### src/sv/rnft_pkg.sv
package rnft_pkg;

   // field types
   typedef logic        [7:0]  rssi_raw_type;
   typedef logic        [31:0] tick_type;
   typedef logic signed [7:0]  dbm_type;
   typedef logic        [3:0]  margin_type;
   typedef logic signed [11:0] avg_x16_type;
   typedef logic        [1:0]  csr_index_type;
   typedef logic        [7:0]  csr_data_type;

   // register indexes
   localparam csr_index_type CSR_BUSY_MARGIN   = 2'd0;
   localparam csr_index_type CSR_DEFAULT_FLOOR = 2'd1;

   // register reset values
   localparam margin_type MARGIN_RESET        = 4'd6;
   localparam dbm_type    DEFAULT_FLOOR_RESET = -8'sd110;

   // radio and floor constants
   localparam logic signed [9:0] RSSI_OFFSET = 10'sd157;
   localparam dbm_type    FLOOR_MIN      = -8'sd127;
   localparam dbm_type    FLOOR_MAX      = 8'sd0;
   localparam margin_type MARGIN_DEFAULT = 4'd6;
   localparam margin_type MARGIN_LOW     = 4'd6;
   localparam margin_type MARGIN_HIGH    = 4'd10;

   // clamp a wide signed value to the floor range
   function automatic dbm_type clamp_floor(input logic signed [12:0] v);
      dbm_type r;
      if (v < 13'(FLOOR_MIN)) begin
         r = FLOOR_MIN;
      end else if (v > 13'(FLOOR_MAX)) begin
         r = FLOOR_MAX;
      end else begin
         r = v[7:0];
      end
      return r;
   endfunction

   // margin values outside the allowed span fall back to the default
   function automatic margin_type effective_margin(input margin_type m);
      margin_type r;
      if ((m < MARGIN_LOW) || (m > MARGIN_HIGH)) begin
         r = MARGIN_DEFAULT;
      end else begin
         r = m;
      end
      return r;
   endfunction

endpackage

### src/sv/rssi_noise_floor_tracker_core.sv
// Noise floor tracker for a radio receiver.
// Request channel (req_): one transfer per RSSI reading, carrying the raw
// RSSI byte, the current millisecond tick and an eligibility flag.
// Response channel (rsp_): one transfer per request, carrying the floor after
// the update, the seeded flag, the busy threshold, the busy decision made
// against the threshold as it stood before the update, and whether the
// reading was folded into the average.
// Configuration channel (csr_): always ready; index 0 is the busy margin,
// index 1 the default floor used until the first sample. Write it only
// while no request is in flight.
// A request passes through one input register, then the averaging logic
// feeding the response register. Throughput is one request per cycle while
// the receiver does not stall; the state update lives in a single stage,
// so consecutive readings chain through it without gaps.
// When the receiver stalls, the response holds and the input register keeps
// its reading; req_stall rises only once both are full.
// Synchronous reset empties both registers, clears the average and restores
// the register defaults.
module rssi_noise_floor_tracker_core #(
   parameter int unsigned SAMPLE_INTERVAL_MS = 100
) (
   input  logic                   clock,
   input  logic                   reset,
   // request channel
   input  logic                   req_valid,
   output logic                   req_stall,
   input  rnft_pkg::rssi_raw_type req_rssi_raw,
   input  rnft_pkg::tick_type     req_now_ms,
   input  logic                   req_sample_ok,
   // response channel
   output logic                   rsp_valid,
   input  logic                   rsp_stall,
   output rnft_pkg::dbm_type      rsp_floor_dbm,
   output logic                   rsp_floor_valid,
   output rnft_pkg::dbm_type      rsp_threshold_dbm,
   output logic                   rsp_channel_busy,
   output logic                   rsp_sample_taken,
   // configuration channel
   input  logic                   csr_valid,
   output logic                   csr_ready,
   input  rnft_pkg::csr_index_type csr_index,
   input  rnft_pkg::csr_data_type  csr_wdata
);
   import rnft_pkg::*;

   // configuration registers
   margin_type margin_ff;
   dbm_type    dflt_floor_ff;

   // input stage
   logic         in_valid_ff, in_valid_in;
   rssi_raw_type in_raw_ff;
   tick_type     in_now_ff;
   logic         in_ok_ff;

   // tracker state
   avg_x16_type avg_ff,    avg_in;
   logic        seeded_ff, seeded_in;
   tick_type    last_ff,   last_in;
   dbm_type     floor_ff,  floor_in;

   // response stage
   logic    out_valid_ff, out_valid_in;
   dbm_type out_floor_ff, out_floor_in;
   logic    out_fvalid_ff;
   dbm_type out_thresh_ff, out_thresh_in;
   logic    out_busy_ff, out_busy_in;
   logic    out_taken_ff, out_taken_in;

   // datapath signals
   logic                  out_free;
   logic                  advance;
   logic signed [9:0]     rssi_dbm;
   margin_type            margin_eff;
   dbm_type               cur_floor;
   logic signed [9:0]     pre_thresh;
   tick_type              elapsed;
   logic                  take;
   dbm_type               sample;
   avg_x16_type           samp_scaled;
   logic signed [12:0]    diff;
   logic signed [12:0]    step;
   avg_x16_type           avg_upd;
   logic signed [12:0]    avg_wide;
   logic signed [12:0]    rounded;
   dbm_type               floor_upd;

   // handshake
   assign out_free     = !out_valid_ff || !rsp_stall;
   assign advance      = in_valid_ff && out_free;
   assign req_stall    = in_valid_ff && !out_free;
   assign in_valid_in  = (req_valid && !req_stall) || (in_valid_ff && !advance);
   assign out_valid_in = advance || (out_valid_ff && rsp_stall);
   assign csr_ready    = 1'b1;

   // pre-update floor, threshold and busy decision
   assign rssi_dbm   = $signed({2'b00, in_raw_ff}) - RSSI_OFFSET;
   assign margin_eff = effective_margin(margin_ff);
   assign cur_floor  = seeded_ff ? floor_ff : clamp_floor(13'(dflt_floor_ff));
   assign pre_thresh = 10'(cur_floor) + $signed({6'b000000, margin_eff});

   // sample interval check, modulo tick wrap
   assign elapsed = in_now_ff - last_ff;
   assign take    = in_ok_ff && (!seeded_ff || (elapsed >= 32'(SAMPLE_INTERVAL_MS)));

   // clamped sample in sixteenths
   assign sample      = clamp_floor(13'(rssi_dbm));
   assign samp_scaled = {sample[7:0], 4'b0000};

   // average step, divide by eight truncating toward zero
   assign diff = 13'(samp_scaled) - 13'(avg_ff);
   assign step = (diff < 13'sd0) ? ((diff + 13'sd7) >>> 3) : (diff >>> 3);
   assign avg_upd = 12'(13'(avg_ff) + step);

   // divide by sixteen, half away from zero, then clamp
   assign avg_wide = 13'(avg_upd);
   always_comb begin
      if (avg_wide >= 13'sd0) begin
         rounded = (avg_wide + 13'sd8) >>> 4;
      end else begin
         rounded = -((-avg_wide + 13'sd8) >>> 4);
      end
   end
   assign floor_upd = clamp_floor(rounded);

   // next state
   always_comb begin
      avg_in    = avg_ff;
      seeded_in = seeded_ff;
      last_in   = last_ff;
      floor_in  = floor_ff;
      if (advance && take) begin
         last_in   = in_now_ff;
         seeded_in = 1'b1;
         if (!seeded_ff) begin
            avg_in   = samp_scaled;
            floor_in = sample;
         end else begin
            avg_in   = avg_upd;
            floor_in = floor_upd;
         end
      end
   end

   // response fields, floor after the update
   assign out_floor_in  = seeded_in ? floor_in : clamp_floor(13'(dflt_floor_ff));
   assign out_thresh_in = out_floor_in + $signed({4'b0000, margin_eff});
   assign out_busy_in   = rssi_dbm >= pre_thresh;
   assign out_taken_in  = take;

   // control and state registers
   always_ff @(posedge clock) begin
      if (reset) begin
         in_valid_ff   <= 1'b0;
         out_valid_ff  <= 1'b0;
         avg_ff        <= '0;
         seeded_ff     <= 1'b0;
         last_ff       <= '0;
         floor_ff      <= '0;
         margin_ff     <= MARGIN_RESET;
         dflt_floor_ff <= DEFAULT_FLOOR_RESET;
      end else begin
         in_valid_ff  <= in_valid_in;
         out_valid_ff <= out_valid_in;
         avg_ff       <= avg_in;
         seeded_ff    <= seeded_in;
         last_ff      <= last_in;
         floor_ff     <= floor_in;
         if (csr_valid && csr_ready) begin
            case (csr_index)
               CSR_BUSY_MARGIN:   margin_ff     <= csr_wdata[3:0];
               CSR_DEFAULT_FLOOR: dflt_floor_ff <= csr_wdata;
               default: ;
            endcase
         end
      end
   end

   // input payload register
   always_ff @(posedge clock) begin
      if (req_valid && !req_stall) begin
         in_raw_ff <= req_rssi_raw;
         in_now_ff <= req_now_ms;
         in_ok_ff  <= req_sample_ok;
      end
   end

   // response payload register
   always_ff @(posedge clock) begin
      if (advance) begin
         out_floor_ff  <= out_floor_in;
         out_fvalid_ff <= seeded_in;
         out_thresh_ff <= out_thresh_in;
         out_busy_ff   <= out_busy_in;
         out_taken_ff  <= out_taken_in;
      end
   end

   assign rsp_valid         = out_valid_ff;
   assign rsp_floor_dbm     = out_floor_ff;
   assign rsp_floor_valid   = out_fvalid_ff;
   assign rsp_threshold_dbm = out_thresh_ff;
   assign rsp_channel_busy  = out_busy_ff;
   assign rsp_sample_taken  = out_taken_ff;

endmodule

### config.mk
export PLATFORM = sky130hd
export DESIGN_NAME = rssi_noise_floor_tracker_core
export DESIGN_NICKNAME = d
export VERILOG_FILES = /design/src/sv/rnft_pkg.sv /design/src/sv/rssi_noise_floor_tracker_core.sv
export SDC_FILE = /design/constraint.sdc
export NUM_CORES = 1
export LEC_CHECK = 0
export BUFFER_PORTS_ARGS = -buffer_cell sky130_fd_sc_hd__buf_2
export CAP_MARGIN = 20
export CORE_UTILIZATION = 55
export CTS_CLUSTER_DIAMETER = 50
export DETAILED_ROUTE_END_ITERATION = 12
export MAX_ROUTING_LAYER = met4
export PLACE_DENSITY_LB_ADDON = 0.05
export SLEW_MARGIN = 20
export SYNTH_ARGS = -nofsm -noshare
export SYNTH_HDL_FRONTEND = slang
export SYNTH_SLANG_ARGS = --single-unit
### constraint.sdc
create_clock -name clock -period 9.45 [get_ports clock]
set_input_delay 0.4725 -clock clock [delete_from_list [all_inputs] [get_ports clock]]
set_output_delay 0.4725 -clock clock [all_outputs]
set_load 0.005 [all_outputs]
After elaboration in Yosys (flattened, before gate mapping) --
Cells that the tools add are included.
Word-level totals: register bits 127, output and inout port bits 22, logic and storage cells 76
Operators by class: add/sub/neg operators 11, $lt $le $gt $ge 12, equality and inequality tests 1, mux-type cells 15, reduce and logical (&&, ||, !) cells 21
Operators with widths (count):
- 2-to-1 mux 8 bit | 10
- >= comparator 32 x 7 -> 1 bit, second input constant | 1
- subtractor 32 bit | 1
- 2-to-1 mux 12 bit | 2
- adder 12 x 5 -> 13 bit, second input constant | 1
- adder 13 x 4 -> 13 bit, second input constant | 1
- adder 13 x 5 -> 13 bit, second input constant | 1
- > comparator 13 x 1 -> 1 bit, second input constant | 1
- < comparator 13 x 1 -> 1 bit, second input constant | 1
- < comparator 13 x 8 -> 1 bit, second input constant | 1
- 2-to-1 mux 13 bit | 1
- negator 12 -> 13 bit | 1
- negator 9 -> 13 bit | 1
- subtractor 12 x 12 -> 13 bit | 1
- adder 12 bit | 1
- >= comparator 12 x 1 -> 1 bit, second input constant | 1
- adder 8 x 5 -> 9 bit | 1
- >= comparator 9 bit | 1
- > comparator 9 x 1 -> 1 bit, second input constant | 1
- < comparator 9 x 8 -> 1 bit, second input constant | 1
- subtractor 8 x 8 -> 9 bit, second input constant | 1
- adder 8 x 5 -> 8 bit | 1
- > comparator 8 x 1 -> 1 bit, second input constant | 1
- < comparator 8 bit, second input constant | 1
- 10 further kinds | 26

Logic depth before layout (Yosys ltp) --
Gate-level depths: netlist of run 1.
depth in word-level cells 19, mapped depth 48, mapped depth without buffers 46

Worst setup path before layout of run 1 --
No wires, ideal clock.
kind register to register, start point register in_raw_ff[0], end point register out_thresh_ff[7], in the netlist rsp_threshold_dbm[7] (data pin), library setup time 0.267 ns, data arrival time 9.056 ns, data required time 9.183 ns, path slack 0.126 ns, cell stages (with the launch flop) 46, buffers on the path 2, period minus slack after synthesis 9.324 ns, path through edfxtp_1 inv_1 ha_1 nor2_1 xnor2_1 nand3_1 nor3_1 nand3_1 a21oi_1 nor2_1 ha_1 clkbuf_1 a21o_1 a21oi_1 a31oi_1 a211oi_1 mux2_2 nor2b_1 [10 not listed] ha_1 a21o_1 xnor2_1 ha_1 o21ai_2 or4b_1 a311o_1 o311a_4 a211oi_1 a211oi_1 nor2_1 ha_1 a21o_1 a21oi_1 inv_1 a21oi_1 nor4_2 xor2_1
On the way: word-level cells in the longest chain between the ends 19
RTL lines:
- start, declared | RTL line rssi_noise_floor_tracker_core.sv:52 | rssi_raw_type in_raw_ff;
- start signal, assigned | RTL line rssi_noise_floor_tracker_core.sv:182 | in_raw_ff <= req_rssi_raw;
- subtractor 8 x 8 -> 9 bit (*) | RTL line rssi_noise_floor_tracker_core.sv:97 | assign rssi_dbm = $signed({2'b00, in_raw_ff}) - RSSI_OFFSET;
- > comparator 9 x 1 -> 1 bit | RTL line rnft_pkg.sv:33 | end else if (v > 13'(FLOOR_MAX)) begin
- 2-to-1 mux 8 bit | RTL line rnft_pkg.sv:33
- 2-to-1 mux 8 bit (*) | RTL line rnft_pkg.sv:31 | if (v < 13'(FLOOR_MIN)) begin
- subtractor 12 x 12 -> 13 bit | RTL line rssi_noise_floor_tracker_core.sv:111 | assign diff = 13'(samp_scaled) - 13'(avg_ff);
- adder 13 x 4 -> 13 bit or < comparator 13 x 1 -> 1 bit (tied branches) | RTL line rssi_noise_floor_tracker_core.sv:112 | assign step = (diff < 13'sd0) ? ((diff + 13'sd7) >>> 3) : (diff >>> 3);
- 2-to-1 mux 12 bit | RTL line rssi_noise_floor_tracker_core.sv:112
- adder 12 bit | RTL line rssi_noise_floor_tracker_core.sv:113 | assign avg_upd = 12'(13'(avg_ff) + step);
- [5 not listed]
- 2-to-1 mux 8 bit | RTL line rnft_pkg.sv:33
- 2-to-1 mux 8 bit | RTL line rnft_pkg.sv:31
- 2-to-1 mux 8 bit (*) | RTL line rssi_noise_floor_tracker_core.sv:135 | if (!seeded_ff) begin
- 2-to-1 mux 8 bit (*) | RTL line rssi_noise_floor_tracker_core.sv:132 | if (advance && take) begin
- 2-to-1 mux 8 bit (*) | RTL line rssi_noise_floor_tracker_core.sv:146 | assign out_floor_in = seeded_in ? floor_in : clamp_floor(13'(dflt_floor_ff));
- net out_floor_in[1] | RTL line rssi_noise_floor_tracker_core.sv:64 | dbm_type out_floor_ff, out_floor_in;
- adder 8 x 5 -> 8 bit (*) | RTL line rssi_noise_floor_tracker_core.sv:147 | assign out_thresh_in = out_floor_in + $signed({4'b0000, margin_eff});
- net out_thresh_in[7] | RTL line rssi_noise_floor_tracker_core.sv:66 | dbm_type out_thresh_ff, out_thresh_in;
- end signal, assigned | RTL line rssi_noise_floor_tracker_core.sv:193 | out_thresh_ff <= out_thresh_in;
- end, declared | RTL line rssi_noise_floor_tracker_core.sv:66
Mark *: on every way through the listed nets, which the timed path passes. The rest lies on a longest branch. A chain may end at the register's enable or synchronous reset.

Worst setup path in the final report of run 1 --
Same ends and word-level chain as after synthesis.

==> results of run 1 <==
## timing repair
item,CTS,global route
buffers inserted,0,2
endpoints found under the setup margin,3,7
resized for setup,3,33
cloned,0,0
pin swaps,0,5
## layer usage
| layer | up-vias | global-route usage [%] |
|---|---|---|
| met4 | 0 | 8.49 |
| li1 | 4223 | - |
| met1 | 3949 | 31.9 |
| met3 | 34 | 3.55 |
| met5 | - | - |
| met2 | 187 | 46.3 |
## path summary, 6_finish.rpt
| path | from | end | slack (ps) | cells past startpoint |
|---|---|---|---|---|
| setup / recovery | in_raw_ff[0] | rsp_threshold_dbm[7] | 430 | 41 |
| hold / removal | req_now_ms[19] | in_now_ff[19] | 220 | 1 |
| setup reg to reg | in_raw_ff[0] | rsp_threshold_dbm[7] | 430 | 41 |
| hold reg to reg | last_ff[15] | last_ff[15] | 490 | 2 |
## cells by family (layout without fill, tap and decap cells)
logic type                 Yosys count  in the layout  synth area share [%]
other                                1              1                0.0390
adders and majority gates           79             79                  10.5
xor gates and xnor gates            73             73                  6.73
DFF                                127            127                  32.7
buffers and inverters              129            224                  5.26
AOI/OAI and AO/OA                  285            285                  19.7
muxes                               57             57                  6.12
and+or+nand+nor                    371            371                  18.9
## cells in the mapped netlist (9+ instances only)
cell,number
nor3_1,32
a21o_1,23
nand4_1,10
o21ai_0,43
xor2_1,28
o21a_1,11
dfxtp_1,67
nor4_1,10
nor2_1,134
mux2i_1,52
o211ai_1,9
and2_1,11
nand3_1,26
and3_1,14
a31oi_1,10
edfxtp_1,60
nor2b_1,15
clkbuf_1,35
nand2b_1,14
a21oi_1,95
xnor2_1,44
inv_1,80
nand2_1,69
ha_1,73
a211oi_1,23
## layout make-up
class	instances	area [um2]	share of cell area [%]
multi-input cells	866	6140	55.2
inverters	81	304	2.73
clock buffers	18	429	3.86
repair buffers	111	656	5.89
well taps	220	275	2.47
flip-flops and latches	127	3140	28.2
clock inverters	14	183	1.64
## state kept, by name, summed over array words and instances (netlist names), 8 cells and up
register,count
rsp_floor_dbm,8
last_ff,32
rsp_threshold_dbm,8
in_now_ff,32
floor_ff,8
avg_ff,12
dflt_floor_ff,8
in_raw_ff,8
## worst register-to-register path, delay by kind of cell (launching register included)
kind / cells / cell delay [ps]
DFF: 1 / 380
and+or+nand+nor: 12 / 2220
xor gates and xnor gates: 3 / 460
adders and majority gates: 4 / 1090
muxes: 1 / 220
AOI/OAI and AO/OA: 19 / 4200
buffers and inverters: 2 / 180
## power by group through the flow
stage | combinational, W | clock, W | sequential (W)
after floorplan | 0.000602 | 0 | 0.000630
after global placement | 0.000805 | 0 | 0.000633
after detailed placement | 0.000811 | 0 | 0.000634
after CTS | 0.000819 | 0.000696 | 0.000622
after global routing | 0.000944 | 0.000717 | 0.000625
final | 0.000859 | 0.000685 | 0.000622
## per-stage QoR
step	hold WS [ps]	TNS, ps	instance area [um2]	setup WS (ps)
2_1_floorplan	456	0	9610	126
3_3_place_gp	471	0	10300	194
3_5_place_dp	484	-175	10300	-94.9
4_1_cts	210	0	10900	12.9
5_1_grt	208	-239	11100	-112
6_report	221	0	11100	434
## cells in the final DEF, fill, tap and decap left out, drive strengths merged, types with 11 or more instances in the layout
master and instances:
nor2 134, buf 111, a21oi 96, inv 87
ha 73, nand2 69, dfxtp 67, edfxtp 60
mux2i 52, o21ai 45, xnor2 44, nor3 34
xor2 29, nand3 26, a21o 23, a211oi 23
clkbuf 18, nor2b 15, nand2b 14, and3 14
and2 11, o21a 11, nor4 11
==> summary.txt, run 1 <==
Synth async-reset ratio - 0%
Gp weighted congestion - 0.938
Top sig layer - met4
Vias per cell - 5.84
Crit-path max FO - 8
Grt ovf - 0
WP data required - 9620 ps
Post-synth top area share - 18.7%
Syn Nets - 1255
Pin count of the biggest net entering global routing - 63
Total power - 0.00217 W
Final Setup Violations - 0
Initial drt markers - 519
Clk sinks - 127
CTS tree - built
Syn Area/Cell - 8.57 um2
Worst path slowest cell - a2111oi_1
Crit path buffers/inverters - 2
Pleak - 4.63 nW
IO Count - 78
Mapped Area - 9610 um2
Clk pin slew, worst setup/hold paths - 60 ps
Hold crit path type - input pin to register
CP max stage delay - 620 ps
Tcrit/Tclk final - 95.4%
Path type of the worst setup path - register to register
Global-route wire length before repair - 37100 um
Hold Fails Final Rpt - 0
Starting Density - 57.1%
Fraction of power spent switching nets - 36.0%
WL met2 - 11700 um
Main flop type after synthesis - dfxtp_1
Iteration count of the initial detailed-routing pass - 5
Critical Path End Type - register
Final Net Count - 1337
Layout cells sized above 1 - 16.1%
Psw - 0.000780 W
PD cells - 195 nW/um2
Post-synthesis cell type count - 83
Fin crit period - 9020 ps
Port bufs - 76
Wire length per cell - 16.0 um
Critical Path AT - 9180 ps
DP Cell Count - 1402
Area contributors post-synth - edfxtp_1, dfxtp_1, ha_1
EDFF count, synth - 60
Gate power share - 39.6%
Family with the most delay on the worst path - compound AO/OA/AOI/OAI gates
Fin cells - 1437
CTS Root Cell - clkbuf_16
Total internal power - 0.00139 W
Clock power frac - 31.6%
Yosys warns - 0
Vias in the first global route - 7797
DPL Wire Length - 16900 um
Number of synthesized register bits - 127
H-tree depth - 4
Routed wire length - 23000 um
DIE WIDTH - 134 um
CTS buffer count - 17
Clock latency on the worst-skew pair - 420 ps
Final Core Density - 66.2%
Register area share after synthesis - 32.7%
GRT Total Usage - 26.7%
Routed Antenna Nets - 0
Max rail drop VDD - 0.136 mV
Area grow syn2layout - 15.8%
Core area - 16800 um2
Initial antenna violation count - 0
Die area - 18000 um2
Clock buffer depth - 2
Max Fclk - 111 MHz
Worst-Margin Slew - 908 ps
Post-Syn Instances - 1122
CTS Hold Bufs - 0
Drt drc - 0
Critical Path Start Type - register
Max_cap viols - 0
Ant. Diodes - 0
DR WL met3 - 775 um
Row Count - 47
Most frequent cell on the critical path - nor2_1
Worst Skew - 7.28 ps
Met1 wire length - 10100 um
Fillers - 1447
Post-synth top area cell - edfxtp_1
Pins Over Slew Limit - 0
Routed vias - 8393
Relative slew slack - 39.4%
Sequential Power Share - 28.7%
Vert. Die Dim - 134 um
Status - completed
(Power assumes the default switching activity.)
==> run 2: changes to the inputs <==
--- a/config.mk
+++ b/config.mk
@@ -7,7 +7,9 @@
 export LEC_CHECK = 0
 export BUFFER_PORTS_ARGS = -buffer_cell sky130_fd_sc_hd__buf_2
 export CAP_MARGIN = 20
-export CORE_UTILIZATION = 55
+export CELL_PAD_IN_SITES_DETAIL_PLACEMENT = 2
+export CELL_PAD_IN_SITES_GLOBAL_PLACEMENT = 2
+export CORE_UTILIZATION = 34
 export CTS_CLUSTER_DIAMETER = 50
 export DETAILED_ROUTE_END_ITERATION = 12
 export MAX_ROUTING_LAYER = met4
==> run 2 against run 1 <==
Combinational power is 13% higher. Maximum frequency is 0.64% higher. Global-route usage is 4.2 points lower. Hold slack worse by 18 ps. First-iteration DRC count is 51% lower. Core utilization is 24 points lower. Clock power is 4.1% lower. Critical path depth is 2 higher. Register-to-register slack better by 60 ps. Clock-buffer cell count is 1 lower. Critical endpoint is now rsp_threshold_dbm[6]. Largest power group unchanged.
==> summary.txt, run 2 (synthesized netlist as in run 1, its figures left out) <==
Relative slew slack - 40.4% (+0.98 points)
Critical Path AT - 9140 ps (-40 ps)
DPL Wire Length - 23100 um (+37%)
Pins Over Slew Limit - 0 (unchanged)
Final Net Count - 1367 (+2.2%)
Most frequent cells in the layout - nor2_1, a21oi_1, inv_1
Clock latency on the worst-skew pair - 440 ps (+20 ps)
Pin count of the biggest net entering global routing - 63 (unchanged)
Worst path slowest cell - a311o_1
WP data required - 9630 ps (about the same)
Placed inst area - 10700 um2 (+3.6%)
Initial antenna violation count - 0 (unchanged)
Pleak - 4.75 nW (+2.7%)
IO Count - 78 (unchanged)
Wire length per cell - 19.1 um (+19%)
PD cells - 194 nW/um2 (-0.31%)
CTS tree - built
Vias in the first global route - 9397 (+21%)
Routed Antenna Nets - 0 (unchanged)
Fin crit period - 8960 ps (-57.4 ps)
Routed vias - 8758 (+4.3%)
Final Core Density - 41.7% (-24 points)
Max rail drop VDD - 0.0873 mV (-36%)
Worst-Margin Slew - 871 ps (-37.3 ps)
Total power - 0.00225 W (+3.8%)
Vias per cell - 5.39 (-7.7%)
Hold_ws - 203 ps (-18.1 ps)
Drt drc - 0 (unchanged)
Initial drt markers - 254 (-51%)
Worst Skew - 19.9 ps (+12.6 ps)
Die area - 28900 um2 (+61%)
DIE WIDTH - 170 um (+27%)
Iteration count of the initial detailed-routing pass - 4 (-1)
Critical Path End Type - register
Hold crit path type - input pin to register
CTS Root Cell - clkbuf_16
Max_cap viols - 0 (unchanged)
Row Count - 61 (+30%)
Final Setup Violations - 0 (unchanged)
CTS buffer count - 17 (unchanged)
Clk sinks - 127 (unchanged)
Core area - 27800 um2 (+65%)
Path type of the worst setup path - register to register
Commonest non-fill, non-tap cell in the layout - nor2_1
Biggest regs - in_now_ff: 32 flops, last_ff: 32 flops, avg_ff: 12 flops
Crit-path max FO - 8 (unchanged)
CP max stage delay - 460 ps (-160 ps)
Clk pin slew, worst setup/hold paths - 70 ps (about the same)
H-tree depth - 4 (unchanged)
Vert. Die Dim - 170 um (+27%)
Global-route wire length before repair - 49400 um (+33%)
Gp weighted congestion - 0.862 (-8.1%)
Starting Density - 34.6% (-23 points)
Routed wire length - 31000 um (+35%)
Port bufs - 76 (unchanged)
GRT Total Usage - 22.5% (-4.2 points)
Tcrit/Tclk final - 94.8% (-0.61 points)
Max Fclk - 112 MHz (+0.64%)
Ant. Diodes - 0 (unchanged)
Layout cells sized above 1 - 19.7% (+3.6 points)
Grt ovf - 0 (unchanged)
Clock buffer depth - 2 (unchanged)
Status - completed
Critical Path Start Type - register
Design area - 11600 um2 (+4.1%)
Hold Fails Final Rpt - 0 (unchanged)
Area grow syn2layout - 20.6%
[run 2: cell types whose count changed in the layout (fill, tap and decap cells not counted), sizes merged]
| cell | before | now |
|---|---|---|
| clkinv | 4 | 3 |
| bufinv | 3 | 0 |
| buf | 111 | 141 |
| clkbuf | 18 | 17 |
| inv | 87 | 89 |
| clkinvlp | 1 | 4 |
[run 2: final timing paths]
path | start | endpoint | slack (ps) | cells after the start
setup / recovery | in_raw_ff[1] | rsp_threshold_dbm[6] | 490 | 43
hold / removal | req_now_ms[21] | in_now_ff[21] | 200 | 1
setup reg to reg | in_raw_ff[1] | rsp_threshold_dbm[6] | 490 | 43
hold reg to reg | last_ff[20] | last_ff[20] | 500 | 2
[run 2: worst max-delay path, delay by kind of cell, from the launching register on]
kind	cells	cell delay [ps]
AO/OA/AOI/OAI	15	2670
AND/OR/NAND/NOR	13	2120
adder cells (fa/ha/maj)	5	1470
XOR/XNOR	4	920
buffers and inverters	4	580
multiplexers	2	500
flip-flops	1	420
[run 2: per-stage QoR]
stage	TNS, ps	cells	worst slack (ps)
floorplan	0	1122	126
global placement	-218	1583	-154
detailed placement	-917	1583	-309
CTS	0	1616	20.9
global route	-254	1625	-124
finish	0	1625	491
[run 2: cell type report]
type / count / area (um2)
Clock buffer: 17 / 425
Clock inverter: 15 / 145
Fill cell: 3195 / 16200
Inverter: 81 / 304
Multi-Input combinational cell: 866 / 6230
Sequential cell: 127 / 3140
Tap cell: 378 / 473
Timing Repair Buffer: 141 / 868
[run 2: layer usage]
layer,wire length (um),track usage (%)
met5,0,-
met4,408,5.52
met3,529,2.86
met2,16600,41.3
met1,13500,25.6
[run 2: power breakdown]
group	total [W]	switching [W]	internal [W]
Sequential	0.000622	0.0000155	0.000607
Clock	0.000657	0.000308	0.000349
Combinational	0.000970	0.000567	0.000403
[run 2: timing repair]
action / 4_1_cts / 5_1_grt
endpoints found under the setup margin: 4 / 7
endpoints found under the hold margin: 0 / 0
gates resized for setup: 13 / 49
pin swaps: 1 / 12
buffers inserted: 1 / 9
hold buffers: 0 / 0
